**config.mk**
```make
export PLATFORM = sky130hd
export DESIGN_NAME = stream_first_match_replace_core
export DESIGN_NICKNAME = d
export VERILOG_FILES = /design/src/sfmr_pkg.sv /design/src/stream_first_match_replace_core.sv /design/src/sfmr_front.sv /design/src/sfmr_fifo.sv /design/src/sfmr_back.sv
export SDC_FILE = /design/constraint.sdc
export NUM_CORES = 1
export LEC_CHECK = 0
export ABC_AREA = 0
export BUFFER_PORTS_ARGS = -buffer_cell sky130_fd_sc_hd__buf_2
export CORE_MARGIN = 1
export CORE_UTILIZATION = 32
export CTS_BUF_LIST = sky130_fd_sc_hd__clkbuf_8
export DETAILED_ROUTE_END_ITERATION = 7
export PLACE_DENSITY = 0.43
export SYNTH_ARGS = -nofsm -noshare
export SYNTH_HDL_FRONTEND = slang
export SYNTH_SLANG_ARGS = --single-unit
```
**constraint.sdc**
```tcl
create_clock -name clk -period 8.13 [get_ports clk]
set_clock_uncertainty 0.05 [all_clocks]
set_input_delay 0.813 -clock clk [delete_from_list [all_inputs] [get_ports clk]]
set_output_delay 0.813 -clock clk [all_outputs]
set_load 0.005 [all_outputs]
```
**src/sfmr_pkg.sv**
```systemverilog
// Shared types and constants for the stream first-match replace block.
package sfmr_pkg;

  localparam int MAX_PATTERN     = 8;
  localparam int MAX_REPLACEMENT = 8;
  localparam int OUT_LIMIT       = 8;
  localparam int HOLD_DEPTH      = OUT_LIMIT - 1;
  localparam int QUEUE_DEPTH     = 4;
  localparam int CNT_W           = $clog2(OUT_LIMIT + 1);
  localparam int IDX_W           = $clog2(OUT_LIMIT);
  localparam int HC_W            = $clog2(HOLD_DEPTH + 1);
  localparam int CFG_W           = 64;

  typedef enum logic [1:0] {
    REG_PATTERN_BYTES      = 2'd0,
    REG_PATTERN_LENGTH     = 2'd1,
    REG_REPLACEMENT_BYTES  = 2'd2,
    REG_REPLACEMENT_LENGTH = 2'd3
  } cfg_reg_t;

  // one step's worth of results: up to OUT_LIMIT bytes, first byte in bits 7:0
  typedef struct packed {
    logic [OUT_LIMIT*8-1:0] data;
    logic [CNT_W-1:0]       count;
    logic                   line_last;
  } burst_t;

endpackage

```
**src/stream_first_match_replace_core.sv**
```systemverilog
// Top level of the stream first-match replace block.
// Takes one text byte per cycle and replaces the leftmost match of the pattern
// in each line. The front end classifies a byte in the cycle it is accepted and
// queues the results it causes as one request; the back end sends one result
// per cycle while out_stall is low, from a registered output stage; results
// reach it through the request queue. A passed-through byte yields one result;
// a match yields its replacement bytes, an insert those and then the byte (up
// to 8 per request), and the QUEUE_DEPTH-entry request queue absorbs incoming
// bytes meanwhile, so in_stall rises only when the queue is full. Sustained rate
// for pass-through text is one byte per cycle, bounded by the single result the output port moves per cycle.
module stream_first_match_replace_core import sfmr_pkg::*; #(
  parameter int QUEUE_DEPTH_P = QUEUE_DEPTH
) (
  input  logic             clk,
  input  logic             rst_n,
  input  logic             cfg_we,
  input  logic [1:0]       cfg_index,
  input  logic [CFG_W-1:0] cfg_data,
  input  logic             in_valid,
  output logic             in_stall,
  input  logic [7:0]       in_text_byte,
  input  logic             in_line_end,
  output logic             out_valid,
  input  logic             out_stall,
  output logic [7:0]       out_byte,
  output logic             out_byte_valid,
  output logic             out_last
);

  logic   in_accept, q_push, q_pop, q_not_empty, q_full;
  burst_t q_wdata, q_head;

  assign in_stall  = q_full;
  assign in_accept = in_valid && !q_full;

  sfmr_front u_front (
    .clk          (clk),
    .rst_n        (rst_n),
    .cfg_we       (cfg_we),
    .cfg_index    (cfg_index),
    .cfg_data     (cfg_data),
    .in_accept    (in_accept),
    .in_text_byte (in_text_byte),
    .in_line_end  (in_line_end),
    .q_push       (q_push),
    .q_data       (q_wdata)
  );

  sfmr_fifo #(.DEPTH(QUEUE_DEPTH_P)) u_fifo (
    .clk       (clk),
    .rst_n     (rst_n),
    .push      (q_push),
    .push_data (q_wdata),
    .pop       (q_pop),
    .head      (q_head),
    .not_empty (q_not_empty),
    .full      (q_full)
  );

  sfmr_back u_back (
    .clk            (clk),
    .rst_n          (rst_n),
    .head           (q_head),
    .head_valid     (q_not_empty),
    .pop            (q_pop),
    .out_valid      (out_valid),
    .out_stall      (out_stall),
    .out_byte       (out_byte),
    .out_byte_valid (out_byte_valid),
    .out_last       (out_last)
  );

endmodule

```
**src/sfmr_front.sv**
```systemverilog
// Front end: configuration registers, match window and per-byte classification.
module sfmr_front import sfmr_pkg::*; (
  input  logic             clk,
  input  logic             rst_n,
  input  logic             cfg_we,
  input  logic [1:0]       cfg_index,
  input  logic [CFG_W-1:0] cfg_data,
  input  logic             in_accept,
  input  logic [7:0]       in_text_byte,
  input  logic             in_line_end,
  output logic             q_push,
  output burst_t           q_data
);

  logic [63:0]      pattern_r;
  logic [3:0]       plen_r;
  logic [63:0]      rep_r;
  logic [3:0]       rlen_r;

  logic [7:0]       held_r   [HOLD_DEPTH];
  logic [7:0]       held_nxt [HOLD_DEPTH];
  logic [HC_W-1:0]  hc_r, hc_nxt;
  logic             done_r, done_nxt;
  logic             start_r, start_nxt;

  logic [7:0]       win [OUT_LIMIT];
  logic [3:0]       plen, rlen, n, room, cnt, keep, shift;
  logic             insert_mode, match;
  burst_t           burst;

  always_ff @(posedge clk) begin
    if (!rst_n) begin
      pattern_r <= '0;
      plen_r    <= '0;
      rep_r     <= '0;
      rlen_r    <= '0;
    end else if (cfg_we) begin
      case (cfg_reg_t'(cfg_index))
        REG_PATTERN_BYTES:      pattern_r <= cfg_data[63:0];
        REG_PATTERN_LENGTH:     plen_r    <= cfg_data[3:0];
        REG_REPLACEMENT_BYTES:  rep_r     <= cfg_data[63:0];
        REG_REPLACEMENT_LENGTH: rlen_r    <= cfg_data[3:0];
        default: ;
      endcase
    end
  end

  always_comb begin
    plen = (plen_r > 4'(MAX_PATTERN)) ? 4'(MAX_PATTERN) : plen_r;
    rlen = (rlen_r > 4'(MAX_REPLACEMENT)) ? 4'(MAX_REPLACEMENT) : rlen_r;
    n    = 4'(hc_r) + 4'd1;
  end

  always_comb begin
    logic [3:0] sidx;
    sidx = '0;
    for (int i = 0; i < HOLD_DEPTH; i++) begin
      win[i] = (HC_W'(i) < hc_r) ? held_r[i] : in_text_byte;
    end
    win[OUT_LIMIT-1] = in_text_byte;

    insert_mode = !done_r && start_r && (plen == 4'd0);
    room = in_line_end ? 4'(OUT_LIMIT - 1) : 4'(OUT_LIMIT);
    cnt  = (rlen > room) ? room : rlen;

    match = !done_r && (plen != 4'd0) && (n == plen);
    for (int i = 0; i < OUT_LIMIT; i++) begin
      if ((4'(i) < plen) && (win[i] != pattern_r[i*8 +: 8])) match = 1'b0;
    end

    if (!in_line_end && !done_r && (plen != 4'd0))
      keep = (n < plen - 4'd1) ? n : plen - 4'd1;
    else
      keep = 4'd0;
    shift = n - keep;

    for (int i = 0; i < OUT_LIMIT; i++) burst.data[i*8 +: 8] = win[i];
    burst.count     = CNT_W'(shift);
    burst.line_last = in_line_end;
    for (int i = 0; i < HOLD_DEPTH; i++) begin
      sidx = shift + 4'(i);
      held_nxt[i] = (sidx < 4'(OUT_LIMIT)) ? win[sidx[IDX_W-1:0]] : 8'd0;
    end
    hc_nxt   = HC_W'(keep);
    done_nxt = done_r;

    if (insert_mode) begin
      for (int i = 0; i < OUT_LIMIT; i++) begin
        if (4'(i) < cnt)       burst.data[i*8 +: 8] = rep_r[i*8 +: 8];
        else if (4'(i) == cnt) burst.data[i*8 +: 8] = in_text_byte;
        else                   burst.data[i*8 +: 8] = 8'd0;
      end
      burst.count = (cnt == 4'(OUT_LIMIT)) ? CNT_W'(OUT_LIMIT) : CNT_W'(cnt + 4'd1);
      held_nxt[0] = in_text_byte;
      hc_nxt      = (cnt == 4'(OUT_LIMIT)) ? HC_W'(1) : HC_W'(0);
      done_nxt    = 1'b1;
    end else if (match) begin
      burst.data  = rep_r;
      burst.count = CNT_W'(rlen);
      hc_nxt      = '0;
      done_nxt    = 1'b1;
    end

    if (in_line_end) begin
      hc_nxt    = '0;
      done_nxt  = 1'b0;
      start_nxt = 1'b1;
    end else begin
      start_nxt = 1'b0;
    end
  end

  always_ff @(posedge clk) begin
    if (!rst_n) begin
      hc_r    <= '0;
      done_r  <= 1'b0;
      start_r <= 1'b1;
    end else if (in_accept) begin
      hc_r    <= hc_nxt;
      done_r  <= done_nxt;
      start_r <= start_nxt;
    end
  end

  always_ff @(posedge clk) begin
    if (in_accept) begin
      for (int i = 0; i < HOLD_DEPTH; i++) held_r[i] <= held_nxt[i];
    end
  end

  assign q_push = in_accept && (in_line_end || (burst.count != '0));
  assign q_data = burst;

endmodule

```
**src/sfmr_fifo.sv**
```systemverilog
// Short request queue between the front end and the output serializer.
module sfmr_fifo import sfmr_pkg::*; #(
  parameter int DEPTH = QUEUE_DEPTH
) (
  input  logic   clk,
  input  logic   rst_n,
  input  logic   push,
  input  burst_t push_data,
  input  logic   pop,
  output burst_t head,
  output logic   not_empty,
  output logic   full
);

  localparam int PTR_W = (DEPTH > 1) ? $clog2(DEPTH) : 1;
  localparam int CNT_QW = $clog2(DEPTH + 1);

  burst_t             mem [DEPTH];
  logic [PTR_W-1:0]   wr_r, rd_r;
  logic [CNT_QW-1:0]  cnt_r;

  function automatic logic [PTR_W-1:0] incr(input logic [PTR_W-1:0] p);
    return (p == PTR_W'(DEPTH - 1)) ? '0 : p + PTR_W'(1);
  endfunction

  assign not_empty = (cnt_r != '0);
  assign full      = (cnt_r == CNT_QW'(DEPTH));
  assign head      = mem[rd_r];

  always_ff @(posedge clk) begin
    if (!rst_n) begin
      wr_r  <= '0;
      rd_r  <= '0;
      cnt_r <= '0;
    end else begin
      if (push) wr_r <= incr(wr_r);
      if (pop)  rd_r <= incr(rd_r);
      if (push && !pop)      cnt_r <= cnt_r + CNT_QW'(1);
      else if (pop && !push) cnt_r <= cnt_r - CNT_QW'(1);
    end
  end

  always_ff @(posedge clk) begin
    if (push) mem[wr_r] <= push_data;
  end

endmodule

```
**src/sfmr_back.sv**
```systemverilog
// Back end: walks each queued request and drives one result per cycle while out_stall is low.
module sfmr_back import sfmr_pkg::*; (
  input  logic       clk,
  input  logic       rst_n,
  input  burst_t     head,
  input  logic       head_valid,
  output logic       pop,
  output logic       out_valid,
  input  logic       out_stall,
  output logic [7:0] out_byte,
  output logic       out_byte_valid,
  output logic       out_last
);

  logic [IDX_W-1:0] idx_r, idx_nxt;
  logic             valid_r, valid_nxt;
  logic [7:0]       byte_r, byte_nxt;
  logic             bvalid_r, bvalid_nxt;
  logic             last_r, last_nxt;
  logic             advance, final_one;

  always_comb begin
    advance    = !valid_r || !out_stall;
    final_one  = (head.count == '0) || (CNT_W'(idx_r) == head.count - CNT_W'(1));
    pop        = advance && head_valid && final_one;
    idx_nxt    = idx_r;
    valid_nxt  = valid_r;
    byte_nxt   = byte_r;
    bvalid_nxt = bvalid_r;
    last_nxt   = last_r;
    if (advance) begin
      valid_nxt = head_valid;
      if (head_valid) begin
        bvalid_nxt = (head.count != '0);
        byte_nxt   = bvalid_nxt ? head.data[idx_r*8 +: 8] : 8'd0;
        last_nxt   = head.line_last && final_one;
        idx_nxt    = final_one ? '0 : idx_r + IDX_W'(1);
      end
    end
  end

  always_ff @(posedge clk) begin
    if (!rst_n) begin
      idx_r   <= '0;
      valid_r <= 1'b0;
    end else begin
      idx_r   <= idx_nxt;
      valid_r <= valid_nxt;
    end
  end

  always_ff @(posedge clk) begin
    byte_r   <= byte_nxt;
    bvalid_r <= bvalid_nxt;
    last_r   <= last_nxt;
  end

  assign out_valid      = valid_r;
  assign out_byte       = byte_r;
  assign out_byte_valid = bvalid_r;
  assign out_last       = last_r;

endmodule

```
==> qor.yml <==
outcome:
  run_status: "finished clean"
clock_tree:
  worstSkewPairLatency_ns: 0.73
  path_clk_slew_ns: 0.06
  clock_tree.root_cell: "sky130_fd_sc_hd__clkbuf_8"
  cts_num_sinks: 496
  max_root_sink_buffers: 3
  cts-htree-levels: 3
  hold_buffers: 0
  cts_tree: "yes"
  quantity_of_gates_resized_following_cts: 0
  post_cts_buffers: 0
  cts_buffers: 90
worst_setup_path:
  crit-reg2reg-capture: "u_fifo.cnt_r[2]"
  critPathArrivalTime_ns: 7.32
  crit_chain: "nand3_1, inv_2, ha_1, a21oi_1, nor2_1, nand2_1, o211a_1, ha_2, fa_1, buf_4, inv_2, a211o_1, and3_1, o41a_1, ha_1, inv_1, fa_1, xor2_1, or3_1, a21boi_0"
  critical_path_required_ns: 8.70
  r2r_cells: 20
  cp_slowest_cell: "sky130_fd_sc_hd__dfxtp_1"
  critPathMaxFanout: 35
  worst_path_largest_cell_delay_ns: 0.97
  worstSetupPathType: "flop to flop"
  start_kind: "flop"
  setup.reg_to_reg.worst_slack_ns: 1.38
  critPathCaptureType: "flop"
  worstReg2RegStart: "u_front.hc_r[1]"
power_and_ir_drop:
  total_leakage_power_nw: 9.96
  ir_drop_mv: 0.121
  p_per_area_nw_per_um2: 271
  finalPower_mw: 7.60
global_route:
  grt_max_degree: 94
  antenna_found_initial: 4
  grt_first_pass_wirelength_um: 132000
  grt.total_usage: 0.233
  vias_in_the_first_global_route: 18300
  overflow: 0
yosys:
  synth_compound_area_frac: 0.128
  post_synth_inst_count: 2192
  muxShareOfSynthArea: 0.137
  post_synth_xor_xnor_area: 0.0198
  yosys.area.top_type: "sky130_fd_sc_hd__edfxtp_1"
  synthArstFlopShare: 0
  yosys.area_share.adder: 0.0188
  synth_simple_gate_area_share: 0.126
  synth-seq-cells: 496
  synth_warn: 0
  top_area_cell_type_share_of_the_netlist_area: 0.415
  synth-main-ff-cell: "sky130_fd_sc_hd__edfxtp_1"
  syn_nets: 2308
  dominant_cells_by_area_after_synthesis: "sky130_fd_sc_hd__edfxtp_1 (41%), sky130_fd_sc_hd__dfxtp_1 (12%), sky130_fd_sc_hd__mux4_2 (7.8%), sky130_fd_sc_hd__nand2_1 (5.6%), sky130_fd_sc_hd__mux2i_1 (4.7%)"
  ys_seq_area_frac: 0.539
  syn-mean-instance-area_um2: 11.3
  mappedNetlistArea_um2: 24800
  combinational_family_with_the_most_area_after_synthesis: "multiplexers"
  synth-edff-count: 342
  yosysUniqueCellTypes: 68
timing:
  max_freq_mhz: 148
  final_max_slew_viol_count: 0
  setup_tns_after_final_layout_ns: 0
  portion_of_the_clock_cycle_consumed_by_the_worst_path_in_the_final_layout: 0.830
  timing.final.crit_period_ns: 6.75
  setup_viol_count_final: 0
  hold_violations: 0
  rsz_0062_raised_after_global_routing: "no"
  worst_slew_margin_rel: 0.0985
  worst_pin_slew_ns: 1.35
routing:
  ant_nets: 0
  detail_route.vias_per_cell: 5.43
  detailroute.via_count: 18400
  routed_wire_length_per_instance_um: 27.1
  first_iter_violations: 1679
  drc_errors: 0
  routed_wl_um: 91500
  drt_first_pass_iters: 6
job:
  maxCapViolations: 0
placement:
  io_buffer_count: 91
  place.detailed.hpwl_um: 65000
  place_congestion: 0.905
floorplan:
  placement_rows: 101
  die_w_um: 280
  die_h_um: 280
  initial_core_util: 0.325
  io-pin-count: 92
  fp.coreArea_um2: 76300
  die-area_um2: 78500
final_layout:
  fillers: 7572
  num-nets-final: 2387
  post_route_cells_drive_above_1_share: 0.170
  syn2layout_area_growth_pct: 13.4
worst_hold_path:
  whs_endpoint: "u_front.pattern_r[55]"
  timing.hold.worst_path_depth: 3
  hp-class: "input port to flop"
  hold_path.startpoint: "cfg_data[55]"
[kinds of logic (layout without fill, tap and decap cells)]
group                      Yosys count  after routing
and+or+nand+nor                    703            703
DFF                                496            496
AOI/OAI and AO/OA                  471            471
muxes                              228            228
buffers and inverters              202            357
xor gates and xnor gates            56             56
adders and majority gates           36             36
other                                0              3
[cell usage after synthesis, drive strengths merged, types with 5 or more instances]
cell type	number
a211oi	33
a21bo	8
a21boi	136
a21o	9
a21oi	107
a221o	11
a222oi	6
a22o	9
a22oi	10
a31oi	13
and2	26
and3	23
buf	33
clkbuf	115
dfxtp	154
edfxtp	342
ha	34
inv	52
mux2	24
mux2i	118
mux4	86
nand2	368
nand2b	5
nand3	43
nand4	5
nor2	135
nor2b	18
nor3	27
nor4	17
nor4b	5
o211ai	5
o21ai	62
o22ai	35
or3	7
or3b	8
or4	5
xnor2	40
xor2	16
[report_power, final]
| group | leakage, nW | internal [mW] | switching [mW] |
|---|---|---|---|
| Sequential | 4.46 | 3.19 | 0.218 |
| Clock | 1.01 | 1.18 | 1.14 |
| Combinational | 4.50 | 0.723 | 1.15 |
[state kept, by name, summed over array words and instances (netlist names), named ones only]
register and cells:
u_fifo.mem 276, u_back.out_valid 1, u_front.pattern_r 64, u_back.out_byte 8, u_back.out_byte_valid 1, u_front.done_r 1
u_front.rlen_r 4, u_back.idx_r 3, u_back.out_last 1, u_front.plen_r 4, u_fifo.wr_r 2, u_front.held_r 56
u_front.rep_r 64, u_fifo.rd_r 2, u_front.hc_r 3, u_fifo.cnt_r 3, u_front.start_r 1
[worst max-delay path, delay by kind of cell, from the launching register on]
| kind | cells | cell delay [ns] |
|---|---|---|
| compound gates | 5 | 1.38 |
| xor+xnor | 1 | 0.07 |
| fa+ha+maj | 5 | 1.36 |
| buf+inv | 4 | 1.29 |
| flops | 1 | 0.97 |
| simple gates | 5 | 1.51 |
[cell type report]
cell class | count | area (µm²) | area share
clock buffers | 93 | 1280 | 0.0456
repair buffers | 135 | 788 | 0.0281
well taps | 1030 | 1290 | 0.0459
clock inverters | 75 | 462 | 0.0164
diodes | 3 | 7.51 | 0.000267
multi-input cells | 1494 | 10700 | 0.381
inverters | 54 | 203 | 0.00721
flip-flops and latches | 496 | 13400 | 0.476
[how the worst max path moves through the flow]
stage | start | endpoint | slack, ns | depth (start not counted)
detailed placement | u_front.hc_r[1] | u_fifo.cnt_r[2] | 1.48 | 20
finish | u_front.hc_r[1] | u_fifo.cnt_r[2] | 1.38 | 20
floorplan | u_front.plen_r[3] | u_fifo.mem[0][0] | 2.09 | 24
CTS | u_front.hc_r[1] | u_fifo.cnt_r[2] | 1.45 | 20
global route | u_front.hc_r[1] | u_fifo.cnt_r[2] | 1.09 | 20
global placement | u_front.hc_r[1] | u_fifo.cnt_r[2] | 1.62 | 19
[placed cells by master (no fill, tap or decap), drive strengths merged, types with 6 or more instances in the layout]
cell	Yosys	final
a22o	9	9
mux2	24	24
or3	7	7
ha	34	34
a21bo	8	8
nor4	17	17
a222oi	6	6
a21o	9	9
and2	26	26
nor2b	18	18
nand3	43	43
o21ai	62	62
xor2	16	16
a21boi	136	136
a31oi	13	13
and3	23	23
nor2	135	135
a221o	11	11
xnor2	40	40
dfxtp	154	154
o22ai	35	35
a21oi	107	107
buf	33	135
or3b	8	8
nand2	368	368
inv	52	88
clkbuf	115	93
mux4	86	86
a211oi	33	33
clkinv	2	38
a22oi	10	10
edfxtp	342	342
nor3	27	27
mux2i	118	118
[metal layers]
metal	global-route usage	vias to the layer above	wire length (µm)
met5	0	-	9
li1	-	8286	-
met2	0.378	600	43100
met3	0.0330	142	4560
met4	0.0724	2	2530
met1	0.320	9331	41300
[metrics by stage]
step            util  instances  hold slack, ns  area [µm²]  setup WS, ns
3_3_place_gp   0.345       3209           0.407       26300          1.62
3_5_place_dp   0.345       3209           0.413       26300          1.48
6_report       0.368       3380           0.307       28100          1.38
5_1_grt        0.368       3379           0.271       28100          1.09
2_1_floorplan      -       2192           0.389       24800          2.09
4_1_cts        0.368       3377           0.251       28100          1.45
(Power assumes the default switching activity.)
